**config.mk**
```make
export PLATFORM = sky130hd
export DESIGN_NAME = led_matrix_framebuffer_scan
export DESIGN_NICKNAME = d
export VERILOG_FILES = /design/src/rtl/lmfs_pkg.sv /design/src/rtl/led_matrix_framebuffer_scan.sv /design/src/rtl/lmfs_store.sv /design/src/rtl/lmfs_ser.sv
export VERILOG_INCLUDE_DIRS = /design/src /design/src/rtl
export SDC_FILE = /design/constraint.sdc
export NUM_CORES = 1
export LEC_CHECK = 0
export ABC_AREA = 1
export BUFFER_PORTS_ARGS = -buffer_cell sky130_fd_sc_hd__buf_2
export CORE_MARGIN = 1.5
export CORE_UTILIZATION = 25
export DETAILED_ROUTE_END_ITERATION = 10
export GPL_ROUTABILITY_DRIVEN = 0
export GPL_TIMING_DRIVEN = 0
export PLACE_DENSITY = 0.36
export SYNTH_ARGS = -nofsm -noshare
export SYNTH_HDL_FRONTEND = slang
export SYNTH_SLANG_ARGS = --single-unit
```
**constraint.sdc**
```tcl
create_clock -name clk -period 4.28 [get_ports clk]
set_input_delay 0.214 -clock clk [delete_from_list [all_inputs] [get_ports clk]]
set_output_delay 0.214 -clock clk [all_outputs]
set_load 0.1 [all_outputs]
```
**src/rtl/led_matrix_framebuffer_scan_assert.svh**
```systemverilog
// ----------------------------------------------------------------------------
// LED matrix frame store assertion macros
// Shared property forms for the concurrent checks on the scan block.
// ----------------------------------------------------------------------------
`ifndef LED_MATRIX_FRAMEBUFFER_SCAN_ASSERT_SVH
`define LED_MATRIX_FRAMEBUFFER_SCAN_ASSERT_SVH

// The consequent must hold in the same cycle as the antecedent.
`define LMFS_ASSERT_SAME(lbl, ante, cons, msg) \
	lbl: assert property (@(posedge clk) disable iff (!arst_n) (ante) |-> (cons)) \
		else $error(msg);

// The consequent must hold in the cycle after the antecedent.
`define LMFS_ASSERT_NEXT(lbl, ante, cons, msg) \
	lbl: assert property (@(posedge clk) disable iff (!arst_n) (ante) |=> (cons)) \
		else $error(msg);

`endif

```
**src/rtl/lmfs_pkg.sv**
```systemverilog
// ----------------------------------------------------------------------------
// LED matrix frame store package
// Codes, sizes, reset values and shared types for the column scan block.
// ----------------------------------------------------------------------------
package lmfs_pkg;

	// Default geometry of the matrix.
	localparam int DEF_COLUMNS  = 16;
	localparam int DEF_RGB_ROWS = 10;

	// Column word and the byte digit used to move it.
	localparam int WORD_W  = 32;
	localparam int DIGIT_W = 8;
	localparam int DIGITS  = WORD_W / DIGIT_W;
	localparam int DCNT_W  = $clog2(DIGITS + 1);

	// Column index carried between modules, wide enough for the default of 16 columns.
	localparam int IDX_W = 4;

	// Actions of a request.
	localparam logic [1:0] ACT_WRITE = 2'd0;
	localparam logic [1:0] ACT_READ  = 2'd1;
	localparam logic [1:0] ACT_FILL  = 2'd2;
	localparam logic [1:0] ACT_SCAN  = 2'd3;

	// Kinds of result.
	localparam logic [1:0] KIND_ACK  = 2'd0;
	localparam logic [1:0] KIND_PIX  = 2'd1;
	localparam logic [1:0] KIND_SCAN = 2'd2;

	// Configuration register indexes.
	localparam logic CFG_COLUMN_HOLD = 1'b0;
	localparam logic CFG_MONO_CODE   = 1'b1;

	// Configuration reset values.
	localparam logic [15:0] HOLD_RESET = 16'd50;
	localparam logic [3:0]  MONO_RESET = 4'd8;

	// Mono rows and their bits in a column word.
	localparam logic [7:0] MONO_LO_ROW = 8'd10;
	localparam logic [7:0] MONO_HI_ROW = 8'd11;
	localparam int         MONO_LO_BIT = 30;
	localparam int         MONO_HI_BIT = 31;

	// Scan pass limit.
	localparam logic [2:0] MAX_PASSES = 3'd4;

	// Store port controls from the sequencer.
	typedef struct packed {
		logic              wr_en;
		logic [IDX_W-1:0]  wr_addr;
		logic [WORD_W-1:0] wr_data;
		logic [IDX_W-1:0]  rd_addr;
	} store_ctrl_t;

	// Serialiser load request.
	typedef struct packed {
		logic              load;
		logic [WORD_W-1:0] word;
	} ser_ctrl_t;

	// Column word with every RGB row set to one colour and the mono rows set alike.
	function automatic logic [WORD_W-1:0] fill_word(input logic [2:0] rgb, input logic mono,
		input int rgb_rows);
		logic [WORD_W-1:0] w;
		w = '0;
		for (int i = 0; i < DEF_RGB_ROWS; i++) begin
			if (i < rgb_rows) begin
				w[3*i +: 3] = rgb;
			end
		end
		w[MONO_LO_BIT] = mono;
		w[MONO_HI_BIT] = mono;
		return w;
	endfunction

endpackage

```
**src/rtl/led_matrix_framebuffer_scan.sv**
```systemverilog
// ----------------------------------------------------------------------------
// LED matrix frame store with column scan
// Pixel access, fill and column scan over a store of column words.
// ----------------------------------------------------------------------------
// Requests arrive on the cmd channel (cmd_valid, cmd_stall) and results leave
// on the res channel (res_valid, res_stall); a transfer happens on a rising
// edge with valid high and stall low. The block takes one request at a time:
// cmd_stall is low only while the sequencer is idle, and a result left in the
// output register does not hold off the next request.
// A write or a read passes through S_PIX and S_RESP to the output register,
// an empty scan through S_RESP alone. A fill sweeps the store one column a
// cycle in S_FILL and then gives its result from S_RESP.
// A scan gives COLUMNS results per pass, up to four passes. Each column takes
// one store read, one load, four byte shifts, a check that the serialiser has
// finished and an emit; the per-column dwell counter loaded from column_hold
// holds the emit back until it has run down to zero.
// When the receiver stalls, the finished result waits in the output register
// and the sequencer waits before the next one; nothing is dropped.
// Reset clears the store to zero, sets column_hold to 50 and mono_code to 8.
// Configuration writes (cfg_we, cfg_index, cfg_data) take effect at once. The
// user must make them only while no request is in progress (not enforced).
// ----------------------------------------------------------------------------
`include "led_matrix_framebuffer_scan_assert.svh"

module led_matrix_framebuffer_scan #(
	parameter int COLUMNS  = lmfs_pkg::DEF_COLUMNS,
	parameter int RGB_ROWS = lmfs_pkg::DEF_RGB_ROWS
) (
	input  logic        clk,
	input  logic        arst_n,
	// Configuration port
	input  logic        cfg_we,
	input  logic        cfg_index,
	input  logic [15:0] cfg_data,
	// Request channel
	input  logic        cmd_valid,
	output logic        cmd_stall,
	input  logic [1:0]  action,
	input  logic [7:0]  column_x,
	input  logic [7:0]  row_y,
	input  logic [3:0]  color,
	input  logic [2:0]  scan_passes,
	// Result channel
	output logic        res_valid,
	input  logic        res_stall,
	output logic [1:0]  kind,
	output logic [3:0]  pixel_color,
	output logic [3:0]  column_select,
	output logic [31:0] column_word,
	output logic        last
);

	localparam int CW = $clog2(COLUMNS);

	typedef enum logic [2:0] {
		S_IDLE,
		S_PIX,
		S_FILL,
		S_RESP,
		S_SREAD,
		S_SLOAD,
		S_SSHIFT,
		S_SEMIT
	} state_t;

	state_t      state_q;
	logic [15:0] hold_q;
	logic [3:0]  mono_code_q;

	logic [1:0]  act_q;
	logic [7:0]  col_q;
	logic [7:0]  row_q;
	logic [3:0]  color_q;
	logic [2:0]  passes_q;
	logic [CW-1:0] sel_q;
	logic [15:0] dwell_q;
	logic [lmfs_pkg::WORD_W-1:0] fill_q;
	logic [1:0]  resp_kind_q;
	logic [3:0]  resp_pix_q;

	logic        out_valid_q;
	logic [1:0]  out_kind_q;
	logic [3:0]  out_pix_q;
	logic [3:0]  out_sel_q;
	logic [31:0] out_word_q;
	logic        out_last_q;

	lmfs_pkg::store_ctrl_t       st_ctrl;
	lmfs_pkg::ser_ctrl_t         ser_ctrl;
	logic [lmfs_pkg::WORD_W-1:0] st_rd_data;
	logic [lmfs_pkg::WORD_W-1:0] ser_word;
	logic                        ser_busy;

	logic        cmd_acc;
	logic        out_free;
	logic        emit;
	logic        in_col;
	logic        row_rgb;
	logic        row_mono;
	logic        mono_match;
	logic        mono_bit;
	logic [4:0]  rgb_sh;
	logic [lmfs_pkg::WORD_W-1:0] rgb_mask;
	logic [lmfs_pkg::WORD_W-1:0] pix_word;
	logic [2:0]  rgb_val;
	logic [3:0]  pix_val;
	logic        pix_hit;
	logic        scan_last;
	logic [2:0]  passes_sat;
	logic [CW-1:0] scan_col;

	assign cmd_acc  = cmd_valid && !cmd_stall;
	assign out_free = !out_valid_q || !res_stall;
	assign cmd_stall = (state_q != S_IDLE);

	// A new result enters the output register in this cycle.
	assign emit = out_free && ((state_q == S_RESP) || (state_q == S_SEMIT && dwell_q == '0));

	// Configuration registers.
	always_ff @(posedge clk or negedge arst_n) begin
		if (!arst_n) begin
			hold_q      <= lmfs_pkg::HOLD_RESET;
			mono_code_q <= lmfs_pkg::MONO_RESET;
		end else if (cfg_we) begin
			case (cfg_index)
				lmfs_pkg::CFG_COLUMN_HOLD: hold_q      <= cfg_data;
				lmfs_pkg::CFG_MONO_CODE:   mono_code_q <= cfg_data[3:0];
				default: ;
			endcase
		end
	end

	// Pixel position decode for write and read.
	assign in_col     = (col_q < 8'(COLUMNS));
	assign row_rgb    = (row_q < 8'(RGB_ROWS));
	assign row_mono   = (row_q == lmfs_pkg::MONO_LO_ROW) || (row_q == lmfs_pkg::MONO_HI_ROW);
	assign mono_match = (color_q == mono_code_q);
	assign rgb_sh     = ({1'b0, row_q[3:0]} << 1) + {1'b0, row_q[3:0]};
	assign rgb_mask   = lmfs_pkg::WORD_W'(3'b111) << rgb_sh;
	assign rgb_val    = 3'(st_rd_data >> rgb_sh);
	assign mono_bit   = (row_q == lmfs_pkg::MONO_LO_ROW) ? st_rd_data[lmfs_pkg::MONO_LO_BIT]
		: st_rd_data[lmfs_pkg::MONO_HI_BIT];
	assign pix_hit    = in_col && (row_rgb || row_mono);

	// New column word for a pixel write, from the word just read.
	always_comb begin
		pix_word = st_rd_data;
		if (row_rgb) begin
			pix_word = (st_rd_data & ~rgb_mask)
				| (lmfs_pkg::WORD_W'(color_q[2:0]) << rgb_sh);
		end else if (row_q == lmfs_pkg::MONO_LO_ROW) begin
			pix_word[lmfs_pkg::MONO_LO_BIT] = mono_match;
		end else begin
			pix_word[lmfs_pkg::MONO_HI_BIT] = mono_match;
		end
	end

	// Value returned for a pixel read.
	always_comb begin
		pix_val = '0;
		if (in_col) begin
			if (row_rgb) begin
				pix_val = {1'b0, rgb_val};
			end else if (row_mono && mono_bit) begin
				pix_val = mono_code_q;
			end
		end
	end

	assign passes_sat = (scan_passes > lmfs_pkg::MAX_PASSES) ? lmfs_pkg::MAX_PASSES
		: scan_passes;
	assign scan_col   = CW'(COLUMNS - 1) - sel_q;
	assign scan_last  = (sel_q == CW'(COLUMNS - 1)) && (passes_q == 3'd1);

	// Store and serialiser controls.
	always_comb begin
		st_ctrl.wr_en   = 1'b0;
		st_ctrl.wr_addr = lmfs_pkg::IDX_W'(sel_q);
		st_ctrl.wr_data = fill_q;
		st_ctrl.rd_addr = lmfs_pkg::IDX_W'(scan_col);
		if (state_q == S_IDLE) begin
			st_ctrl.rd_addr = lmfs_pkg::IDX_W'(column_x[CW-1:0]);
		end
		if (state_q == S_FILL) begin
			st_ctrl.wr_en = 1'b1;
		end else if (state_q == S_PIX && act_q == lmfs_pkg::ACT_WRITE && pix_hit) begin
			st_ctrl.wr_en   = 1'b1;
			st_ctrl.wr_addr = lmfs_pkg::IDX_W'(col_q[CW-1:0]);
			st_ctrl.wr_data = pix_word;
		end
		ser_ctrl.load = (state_q == S_SLOAD);
		ser_ctrl.word = st_rd_data;
	end

	lmfs_store #(
		.COLUMNS(COLUMNS)
	) u_store (
		.clk    (clk),
		.arst_n (arst_n),
		.ctrl   (st_ctrl),
		.rd_data(st_rd_data)
	);

	lmfs_ser u_ser (
		.clk   (clk),
		.arst_n(arst_n),
		.ctrl  (ser_ctrl),
		.busy  (ser_busy),
		.word  (ser_word)
	);

	// Sequencer and output register.
	always_ff @(posedge clk or negedge arst_n) begin
		if (!arst_n) begin
			state_q     <= S_IDLE;
			out_valid_q <= 1'b0;
			passes_q    <= '0;
			sel_q       <= '0;
			dwell_q     <= '0;
			act_q       <= lmfs_pkg::ACT_WRITE;
			resp_kind_q <= lmfs_pkg::KIND_ACK;
		end else begin
			if (!res_stall && !emit) begin
				out_valid_q <= 1'b0;
			end
			if (dwell_q != '0 && state_q != S_SLOAD) begin
				dwell_q <= dwell_q - 1'b1;
			end
			case (state_q)
				S_IDLE: begin
					if (cmd_acc) begin
						act_q       <= action;
						col_q       <= column_x;
						row_q       <= row_y;
						color_q     <= color;
						passes_q    <= passes_sat;
						sel_q       <= '0;
						fill_q      <= lmfs_pkg::fill_word(color[2:0], color == mono_code_q,
							RGB_ROWS);
						resp_kind_q <= lmfs_pkg::KIND_ACK;
						resp_pix_q  <= '0;
						case (action)
							lmfs_pkg::ACT_WRITE,
							lmfs_pkg::ACT_READ: state_q <= S_PIX;
							lmfs_pkg::ACT_FILL: state_q <= S_FILL;
							default: begin
								state_q <= (passes_sat == 3'd0) ? S_RESP : S_SREAD;
							end
						endcase
					end
				end
				S_PIX: begin
					if (act_q == lmfs_pkg::ACT_READ) begin
						resp_kind_q <= lmfs_pkg::KIND_PIX;
						resp_pix_q  <= pix_val;
					end
					state_q <= S_RESP;
				end
				S_FILL: begin
					sel_q <= sel_q + 1'b1;
					if (sel_q == CW'(COLUMNS - 1)) begin
						state_q <= S_RESP;
					end
				end
				S_RESP: begin
					if (out_free) begin
						out_valid_q <= 1'b1;
						out_kind_q  <= resp_kind_q;
						out_pix_q   <= resp_pix_q;
						out_sel_q   <= '0;
						out_word_q  <= '0;
						out_last_q  <= 1'b1;
						state_q     <= S_IDLE;
					end
				end
				S_SREAD: begin
					state_q <= S_SLOAD;
				end
				S_SLOAD: begin
					dwell_q <= hold_q;
					state_q <= S_SSHIFT;
				end
				S_SSHIFT: begin
					if (!ser_busy) begin
						state_q <= S_SEMIT;
					end
				end
				S_SEMIT: begin
					if (out_free && dwell_q == '0) begin
						out_valid_q <= 1'b1;
						out_kind_q  <= lmfs_pkg::KIND_SCAN;
						out_pix_q   <= '0;
						out_sel_q   <= 4'(sel_q);
						out_word_q  <= ser_word;
						out_last_q  <= scan_last;
						if (scan_last) begin
							state_q <= S_IDLE;
						end else begin
							if (sel_q == CW'(COLUMNS - 1)) begin
								sel_q    <= '0;
								passes_q <= passes_q - 1'b1;
							end else begin
								sel_q <= sel_q + 1'b1;
							end
							state_q <= S_SREAD;
						end
					end
				end
				default: state_q <= S_IDLE;
			endcase
		end
	end

	assign res_valid     = out_valid_q;
	assign kind          = out_kind_q;
	assign pixel_color   = out_pix_q;
	assign column_select = out_sel_q;
	assign column_word   = out_word_q;
	assign last          = out_last_q;

	// Only scanned columns may come without the last mark.
	`LMFS_ASSERT_SAME(a_last_single, res_valid && kind != lmfs_pkg::KIND_SCAN, last,
		"single result without last mark")

	// A taken request closes the request channel in the next cycle.
	`LMFS_ASSERT_NEXT(a_cmd_closed, cmd_valid && !cmd_stall, cmd_stall,
		"request channel open while a request is in progress")

	// The last scanned column returns the sequencer to idle.
	`LMFS_ASSERT_NEXT(a_scan_end,
		state_q == S_SEMIT && out_free && dwell_q == '0 && scan_last, !cmd_stall,
		"sequencer busy after the final scanned column")

endmodule

```
**src/rtl/lmfs_store.sv**
```systemverilog
// ----------------------------------------------------------------------------
// LED matrix frame store
// One column word per entry, one write and one registered read a cycle.
// ----------------------------------------------------------------------------
module lmfs_store #(
	parameter int COLUMNS = lmfs_pkg::DEF_COLUMNS
) (
	input  logic                        clk,
	input  logic                        arst_n,
	input  lmfs_pkg::store_ctrl_t       ctrl,
	output logic [lmfs_pkg::WORD_W-1:0] rd_data
);

	localparam int AW = $clog2(COLUMNS);

	logic [lmfs_pkg::WORD_W-1:0] mem_q [COLUMNS];
	logic [lmfs_pkg::WORD_W-1:0] rd_data_q;

	// Column words are cleared at reset so that a blank matrix scans as zero.
	always_ff @(posedge clk or negedge arst_n) begin
		if (!arst_n) begin
			for (int i = 0; i < COLUMNS; i++) begin
				mem_q[i] <= '0;
			end
		end else if (ctrl.wr_en) begin
			mem_q[ctrl.wr_addr[AW-1:0]] <= ctrl.wr_data;
		end
	end

	// Registered read port.
	always_ff @(posedge clk) begin
		rd_data_q <= mem_q[ctrl.rd_addr[AW-1:0]];
	end

	assign rd_data = rd_data_q;

endmodule

```
**src/rtl/lmfs_ser.sv**
```systemverilog
// ----------------------------------------------------------------------------
// LED matrix column serialiser
// Shifts a column word out one byte a cycle, most significant byte first,
// and gathers the bytes into the word presented to the row drivers.
// ----------------------------------------------------------------------------
module lmfs_ser (
	input  logic                        clk,
	input  logic                        arst_n,
	input  lmfs_pkg::ser_ctrl_t         ctrl,
	output logic                        busy,
	output logic [lmfs_pkg::WORD_W-1:0] word
);

	logic [lmfs_pkg::WORD_W-1:0] shift_q;
	logic [lmfs_pkg::WORD_W-1:0] gather_q;
	logic [lmfs_pkg::DCNT_W-1:0] cnt_q;
	logic                        busy_q;

	// Byte counter and busy flag.
	always_ff @(posedge clk or negedge arst_n) begin
		if (!arst_n) begin
			cnt_q  <= '0;
			busy_q <= 1'b0;
		end else if (ctrl.load) begin
			cnt_q  <= lmfs_pkg::DCNT_W'(lmfs_pkg::DIGITS);
			busy_q <= 1'b1;
		end else if (busy_q) begin
			cnt_q <= cnt_q - 1'b1;
			if (cnt_q == lmfs_pkg::DCNT_W'(1)) begin
				busy_q <= 1'b0;
			end
		end
	end

	// Byte-wide shift path from the source word into the gathered word.
	always_ff @(posedge clk) begin
		if (ctrl.load) begin
			shift_q <= ctrl.word;
		end else if (busy_q) begin
			shift_q  <= shift_q << lmfs_pkg::DIGIT_W;
			gather_q <= {gather_q[lmfs_pkg::WORD_W-lmfs_pkg::DIGIT_W-1:0],
				shift_q[lmfs_pkg::WORD_W-1 -: lmfs_pkg::DIGIT_W]};
		end
	end

	assign busy = busy_q;
	assign word = gather_q;

endmodule
```
==> qor.yml, run 1 <==
power_leakage_nw: 20.6
rr_endpoint: "u_store.rd_data[28]"
grt_max_degree: 99
synth_edf_count: 132
start_util_pct: 25.3
chipHeight_um: 379
rows: 137
power_density_nw_per_um2: 663
syn-num-nets: 4542
hold_viol: 0
vias: 31557
yosys.area_share.simple_pct: 25.9
routed_via_density: 4.72
cts_buffers: 95
synthAdderAreaFrac_pct: 0.622
vdd_ir_drop_max_mv: 0.359
antenna_found_initial: 3
endpoint_kind: "flip-flop"
cp.required_ns: 4.81
drt-pass1-iter-count: 6
rsz0062_at_grt: "false"
htree_levels: 3
hp-start: "cfg_index"
cts_tree: "built"
multi_input_area_um2: 14100
clk_latency_ns: 0.70
path_max_fanout: 10
synth_top_family_by_area: "simple AND/OR/NAND/NOR gates"
power_mw: 28.0
cts_buffer_depth: 3
synth-compound-area-share_pct: 12.5
regArea_um2: 18800
cts.clk_slew.worst_paths_ns: 0.06
path_class: "flip-flop to flip-flop"
drv_slew: 0
io_pins: 92
cts_sinks: 730
core_um2: 140000
drive_gt1_share_pct: 9.45
skew_ns: 0.0278
min_period_over_period_pct: 97.8
async_flop_share_pct: 77.5
setup_ws_ns: 0.0934
root_buffer: "clkbuf_16"
worstSetupEndpoint: "u_store.rd_data[28]"
r2r_cells: 11
place_hpwl_um: 112000
fp.dieW_um: 379
grtUsageTotal_pct: 21.2
route.antenna.remaining_nets: 0
reg2reg_setup_slack_ns: 0.09
routed_wl_um: 153000
worst_pin_slew_ns: 1.39
wire_per_inst_um: 22.8
grt_pass1_wl_um: 222000
nNetsFinal: 4793
area_growth_pct: 19.3
place.port_buffers: 91
finalSetupViolCount: 0
yosysSeqAreaShare_pct: 53.0
r2r_start: "state_q[2]"
synth_xor_xnor_area_share_pct: 0.420
final_cell_mix: "nand2_1, dfrtp_1, o21ai_0, inv_1, o211ai_1"
yosys-mux-area-fraction_pct: 0.127
max_freq_mhz: 239
dp_slack_ns: -0.657
final_common_cell: "nand2_1"
ys_types: 45
drc: 0
dieArea_um2: 144000
nFillCells: 15239
yosysWarnings: 0
max_slew_margin_pct: 7.09
synth_area_um2: 35400
synthCells: 4478
max-cap-violations: 0
overflow: 0
synth-seq-cells: 730
status: "finished, final reports clean"
avgSynthCellArea_um2: 7.91
fin_crit_ns: 4.19
hold_class: "primary input to flip-flop"
cp-start-kind: "flip-flop"
grt_pass1_vias: 30915
drtIter0Drc: 2761
ys.flop_type: "dfrtp_1"
critPathLaunch: "state_q[2]"
cp_data_arrival_time_ns: 4.71
[Yosys cell counts, types with 7 or more instances]
master | number | share of area [%]
nand2_1 | 1849 | 20
o211ai_1 | 231 | 4.9
nor3_1 | 8 | 0.11
nand2_2 | 10 | 0.18
xor2_1 | 10 | 0.25
nor2_4 | 17 | 0.54
nand3_1 | 184 | 2.6
xnor2_1 | 7 | 0.17
buf_4 | 10 | 0.21
nor2_1 | 201 | 2.1
dfxtp_1 | 32 | 1.8
dfrtp_1 | 562 | 40
o21ai_0 | 436 | 6.2
clkbuf_1 | 168 | 1.8
edfxtp_1 | 132 | 11
buf_1 | 20 | 0.21
nand4_1 | 8 | 0.14
inv_1 | 340 | 3.6
a21oi_1 | 66 | 0.93
buf_2 | 92 | 1.3
ha_1 | 16 | 0.57
nor2_2 | 7 | 0.12
inv_2 | 8 | 0.085
[timing repair]
| action | 4_1_cts | 5_1_grt |
|---|---|---|
| endpoints found under the hold margin | 145 | 0 |
| buffers inserted | 2 | 0 |
| resized for setup | 31 | 2 |
| hold buffers | 52 | 0 |
| setup endpoints to repair | 484 | 133 |
[report_power, final]
part / internal (mW) / switching, mW
Clock: 4.88 / 3.29
Combinational: 2.48 / 8.12
Sequential: 8.49 / 0.785
Total: 15.8 / 12.2
[how the worst min path moves through the flow]
stage                        to  slack [ns]  depth (start not counted)
detailed placement  passes_q[0]        0.30                          2
global placement       row_q[1]        0.39                          1
floorplan              act_q[0]       -0.08                          0
global route          hold_q[5]        0.13                          5
CTS                   hold_q[5]        0.06                          5
finish                hold_q[5]        0.09                          5
[metrics by stage]
step | hold slack (ns) | instance area [um^2] | std cells | util, % | TNS, ns
global route | 0.132 | 42300 | 6682 | 30.2 | 0
finish | 0.0907 | 42300 | 6685 | 30.2 | 0
global placement | 0.395 | 38200 | 6445 | 27.3 | -7121.38
floorplan | -0.0816 | 35400 | 4478 | - | 0
CTS | 0.0607 | 42300 | 6682 | 30.2 | 0
detailed placement | 0.298 | 38500 | 6455 | 27.5 | -100.02
[cell families after synthesis]
group / after synthesis
AND/OR/NAND/NOR: 2303
XOR/XNOR: 17
AO/OA/AOI/OAI: 759
flip-flops: 730
buffers and inverters: 648
multiplexers: 4
adder cells (fa/ha/maj): 17
[registers in the layout (all words and copies together), names as in the netlist, 4 cells and up]
signal,count
color_q,4
row_q,8
pixel_color,4
u_store.rd_data,32
resp_pix_q,4
column_word,32
u_ser.shift_q,32
u_store.mem_q,512
sel_q,4
dwell_q,16
mono_code_q,4
hold_q,16
col_q,8
u_ser.word,32
column_select,4
[layer usage]
layer | routed length, um | vias up | GRT usage, %
li1 | - | 14892 | -
met3 | 7250 | 193 | 2.64
met2 | 71400 | 869 | 35.0
met1 | 69400 | 15603 | 28.9
met5 | 0 | - | 0
met4 | 4720 | 0 | 6.51
[area by class of cell]
class,instances,area share [%]
flip-flops and latches,730,44.4
multi-input cells,3100,33.4
clock buffers,147,6.78
well taps,1876,5.55
inverters,352,3.13
plain buffers,295,3.12
repair buffers,155,2.96
clock inverters,27,0.624
diodes,3,0.0178
[critical path, stage by stage (launching register included)]
cell      delay, ns
dfrtp_1        0.35
buf_2          0.17
nor2_4         0.13
nand2_1        0.15
o21ai_0        0.78
clkbuf_1       0.78
clkbuf_1       0.78
nand2_1        0.14
o211ai_1       0.16
nand3_1        0.21
nand3_1        0.17
nand2_1        0.17
(Power assumes the default switching activity.)
==> run 2, diff against run 1 <==
--- a/config.mk
+++ b/config.mk
@@ -12,8 +12,9 @@
 export CORE_UTILIZATION = 25
 export DETAILED_ROUTE_END_ITERATION = 10
 export GPL_ROUTABILITY_DRIVEN = 0
-export GPL_TIMING_DRIVEN = 0
+export GPL_TIMING_DRIVEN = 1
 export PLACE_DENSITY = 0.36
+export SETUP_SLACK_MARGIN = 0.4
 export SYNTH_ARGS = -nofsm -noshare
 export SYNTH_HDL_FRONTEND = slang
 export SYNTH_SLANG_ARGS = --single-unit
==> run 2 against run 1 <==
Largest cell class unchanged. Hold slack got worse by 0.043 ns. Clock skew rose by 0.017 ns. Critical path type unchanged. Sequential power rose by 0.9%.
==> qor.yml, run 2 (synthesis results as in run 1) <==
max_freq_mhz: 287
hold_buffers: 50
cts_buffers: 91
combPwrFrac_pct: 35.3
rr_endpoint: "u_store.mem_q[408]"
grt_pass1_wl_um: 210000
max-cap-violations: 0
drt-pass1-iter-count: 6
dieArea_um2: 144000
min_period_over_period_pct: 81.5
drv_slew: 0
post_cts_buffers: 0
antenna_found_initial: 4
p_sw_share_pct: 41.2
endpoint_kind: "flip-flop"
final_cell_mix: "nand2_1, dfrtp_1, o21ai_0, inv_1, o211ai_1"
path_class: "flip-flop to flip-flop"
skew_ns: 0.0450
p_switching_mw: 10.9
overflow: 0
power.share.clock_pct: 29.4
r2r_start: "row_q[1]"
fin_area_um2: 41700
drc: 0
critPathMaxStageDelay_ns: 0.58
chipHeight_um: 379
cp_slowest_cell: "fa_1"
cp_data_arrival_time_ns: 4.09
area_growth_pct: 17.8
rsz0062_at_grt: "false"
status: "finished, final reports clean"
power_density_nw_per_um2: 635
path_max_fanout: 16
root_buffer: "clkbuf_16"
core_um2: 140000
worst_pin_slew_ns: 1.02
hold_viol: 0
largest_reg_flops: 512
fp.dieW_um: 379
top_register: "u_store.mem_q"
rows: 137
cts_sinks: 730
placed_area_um2: 38200
path_delay_family: "simple AND/OR/NAND/NOR gates"
finalSetupViolCount: 0
fin_setup_tns_ns: 0
drtIter0Drc: 2466
vias: 30305
cp.required_ns: 4.88
hold_class: "primary input to async pin"
grtUsageTotal_pct: 19.8
route.antenna.remaining_nets: 0
wire_per_inst_um: 21.8
power.internal_mw: 15.6
place_hpwl_um: 80300
cts_tree: "built"
start_util_pct: 25.3
fin_crit_ns: 3.49
grt_pass1_vias: 29786
cts_buffer_depth: 3
r2r_cells: 13
routed_wl_um: 141000
power_leakage_nw: 20.3
worstPathCellList: "ha_1 -> inv_1 -> fa_1 -> nor2_2 -> inv_1 -> nor2_1 -> a21oi_1 -> o21ai_0 -> nand2_1 -> nand2_1 -> nand2_1 -> nand2_1 -> nand2_1"
clk_latency_ns: 0.73
place.port_buffers: 91
routed_via_density: 4.68
grt_max_degree: 145
nNetsFinal: 4591
pwr-share-seq_pct: 35.3
cp-start-kind: "flip-flop"
cts.clk_slew.worst_paths_ns: 0.06
critPathBufInv: 2
drive_gt1_share_pct: 9.25
crit_top_cell: "nand2_1"
final_common_cell: "nand2_1"
max_slew_margin_pct: 31.9
vdd_ir_drop_max_mv: 0.525
htree_levels: 3
reg2reg_setup_slack_ns: 0.79
cts_resized: 0
io_pins: 92
nFillCells: 15021
run 2: cell count changes in the layout (fill, tap and decap cells not counted), moves of 8 or more:
cell      previous run  this run
buf_16               8         0
nand2_1           1847      1838
buf_2              182        90
a21oi_2             11         3
buf_1               20         0
buf_12               1        28
nand2_2             12        20
clkbuf_1           182        32
buf_4               12        83
clkbuf_2            10         0
a21oi_1             54        66
run 2: stage by stage:
stage	setup slack [ns]	std cells	total power [mW]	utilization [%]	hold WS, ns
after detailed placement	0.786	6260	18.8	27.3	0.204
after floorplan	0.831	4478	15.0	-	-0.0816
after CTS	0.751	6479	26.8	29.8	0.0404
final	0.792	6482	26.5	29.8	0.0481
after global placement	0.731	6260	18.9	27.3	0.203
after global routing	0.478	6480	28.1	29.8	0.0743
run 2: how the worst max path moves through the flow:
stage,slack (ns),endpoint,depth (start not counted),startpoint
final,0.79,u_store.mem_q[408],13,row_q[1]
after global routing,0.48,u_store.mem_q[17],15,row_q[1]
after CTS,0.75,u_store.mem_q[105],14,row_q[1]
after detailed placement,0.79,u_store.mem_q[408],13,row_q[1]
after global placement,0.73,u_store.mem_q[233],14,row_q[1]
after floorplan,0.83,column_select[0],5,res_valid
run 2: power by group through the flow:
stage | Clock, mW | Sequential (mW) | Combinational, mW
2_1_floorplan | 0 | 9.49 | 5.53
4_1_cts | 8.03 | 9.35 | 9.46
5_1_grt | 8.30 | 9.48 | 10.4
6_report | 7.79 | 9.35 | 9.35
3_5_place_dp | 0 | 9.46 | 9.37
3_3_place_gp | 0 | 9.48 | 9.41
run 2: layout make-up:
class	count	area (um^2)	area share (%)
Sequential cell	730	18800	45.0
Multi-Input combinational cell	3100	14100	33.9
Clock buffer	148	2740	6.57
Tap cell	1876	2350	5.62
Timing Repair Buffer	252	2150	5.15
Inverter	352	1330	3.18
Clock inverter	21	243	0.582
Antenna cell	3	7.51	0.0180
run 2: metal layers:
metal	global-route usage [%]	wire length [um]
met1	28.2	68400
met3	2.38	5690
met2	31.7	64300
met4	4.65	2980
met5	0	0
==> run 3, diff against run 2 <==
==> constraint.sdc (replaced) <==
create_clock -name clk -period 3.35 [get_ports clk]
set_input_delay 0.1675 -clock clk [delete_from_list [all_inputs] [get_ports clk]]
set_output_delay 0.1675 -clock clk [all_outputs]
set_load 0.1 [all_outputs]
==> run 3 against run 2 <==
Count of clock-buffer cells in the layout shrank 8. Utilization grew 0.77 points. Critical path depth is 1 higher. Combinational power increased by 36%. Non-clock buffer count is 64 higher. Sequential power grew 26%. First-iteration DRC count decreased by 13%. Design area is 2.6% higher. Maximum frequency grew 23%. Final cell count up 1.0%. Global-route usage is essentially flat. Critical endpoint is now u_store.mem_q[479].
==> qor.yml, run 3 (synthesis results as in run 1) <==
status: "finished, final reports clean"
largest_reg_flops: 512
drc: 0
path_class: "flip-flop to flip-flop"
worstPathCellList: "ha_2 -> inv_1 -> fa_2 -> inv_1 -> buf_4 -> nand3_1 -> nor2_1 -> nand2_1 -> nand3_1 -> nand2_1 -> nand2_1 -> buf_4 -> nand2_1 -> nand2_1"
grt_pass1_vias: 29970
root_buffer: "clkbuf_16"
dieArea_um2: 144000
worst_pin_slew_ns: 0.932
combPwrFrac_pct: 36.4
antenna_found_initial: 5
vias: 30295
drt-pass1-iter-count: 5
fin_area_um2: 42800
route.antenna.remaining_nets: 0
vdd_ir_drop_max_mv: 0.425
skew_ns: 0.0364
path_delay_family: "simple AND/OR/NAND/NOR gates"
fp.dieW_um: 379
grt_max_degree: 139
final_cell_mix: "nand2_1, dfrtp_1, o21ai_0, inv_1, o211ai_1"
drv_slew: 0
final_common_cell: "nand2_1"
p_sw_share_pct: 40.7
power_leakage_nw: 20.8
finalSetupViolCount: 0
clk_latency_ns: 0.72
path_max_fanout: 16
cts_buffers: 93
power.internal_mw: 20.6
cts_buffer_depth: 3
cts_sinks: 730
critPathMaxStageDelay_ns: 0.47
nFillCells: 15000
drive_gt1_share_pct: 11.2
max_freq_mhz: 353
cts_tree: "built"
min_period_over_period_pct: 84.7
max-cap-violations: 0
drtIter0Drc: 2137
max_slew_margin_pct: 37.7
regArea_um2: 18800
endpoint_kind: "flip-flop"
critPathBufInv: 4
rows: 137
wire_per_inst_um: 21.7
htree_levels: 3
grtUsageTotal_pct: 19.7
fin_crit_ns: 2.84
place.port_buffers: 91
p_switching_mw: 14.2
reg2reg_setup_slack_ns: 0.51
hold_viol: 0
power.share.clock_pct: 29.6
place_hpwl_um: 83700
cts.clk_slew.worst_paths_ns: 0.06
nNetsFinal: 4657
io_pins: 92
multi_input_area_um2: 14300
cp_data_arrival_time_ns: 3.47
chipHeight_um: 379
cp.required_ns: 3.98
overflow: 0
area_growth_pct: 20.8
rsz0062_at_grt: "true"
placed_area_um2: 38800
cp-start-kind: "flip-flop"
core_um2: 140000
power_density_nw_per_um2: 814
pwr-share-seq_pct: 34.0
top_register: "u_store.mem_q"
start_util_pct: 25.3
cp_slowest_cell: "edfxtp_1"
grt_pass1_wl_um: 210000
routed_via_density: 4.63
routed_wl_um: 142000
hold_class: "primary input to async pin"
crit_top_cell: "nand2_1"
fin_setup_tns_ns: 0
[run 3: stage by stage]
step                hold slack, ns  cells  power (mW)  util, %  setup WS, ns
finish                       0.139   6547        34.8     30.6         0.513
global route                 0.138   6546        37.0     30.6         0.377
CTS                         0.0971   6541        35.3     30.4         0.414
detailed placement          0.0836   6313        24.7     27.7         0.257
global placement            0.0791   6313        24.7     27.7         0.277
floorplan                   -0.128   4478        19.2        -         0.413
[run 3: worst paths after layout]
check | startpoint | to | cells past startpoint
max in group asynchronous | arst_n | u_store.mem_q[136] | 3
setup / recovery | row_q[1] | u_store.mem_q[479] | 14
min in group clk | row_y[6] | row_q[6] | 2
setup reg to reg | row_q[1] | u_store.mem_q[479] | 14
hold / removal | arst_n | sel_q[3] | 3
hold reg to reg | u_ser.shift_q[27] | u_ser.word[3] | 0
[run 3: what timing repair did]
action	CTS	global route
hold buffers	53	0
endpoints found under the hold margin	613	0
gates resized for setup	8	55
cloned	0	1
setup endpoints to repair	170	496
pin swaps	1	1
buffers inserted	3	4
[run 3: power by group through the flow]
stage               Sequential [mW]  Combinational (mW)  Clock [mW]
floorplan                      12.1                7.06           0
global placement               12.0                12.7           0
detailed placement             12.0                12.7           0
CTS                            11.8                12.8        10.6
global route                   12.0                14.0        11.0
finish                         11.8                12.7        10.3
[run 3: routing by layer]
layer | vias up | global-route usage [%] | wire (um)
met5 | - | 0 | 0
met1 | 14905 | 27.6 | 67500
met3 | 141 | 2.44 | 5920
li1 | 14582 | - | -
met4 | 0 | 5.58 | 3220
met2 | 667 | 31.8 | 65200
[run 3: cell type report]
cell class,instances,area share (%)
Tap cell,1876,5.48
Timing Repair Buffer,316,6.92
Antenna cell,1,0.00585
Clock buffer,140,6.47
Multi-Input combinational cell,3100,33.3
Clock inverter,32,0.845
Inverter,352,3.13
Sequential cell,730,43.9
[run 3: worst register-to-register path, stage by stage (launching register included)]
cell and delay [ns]:
edfxtp_1 0.47, ha_2 0.25, inv_1 0.07, fa_2 0.47, inv_1 0.11, buf_4 0.20
nand3_1 0.13, nor2_1 0.26, nand2_1 0.15, nand3_1 0.13, nand2_1 0.07, nand2_1 0.06
buf_4 0.24, nand2_1 0.09, nand2_1 0.06
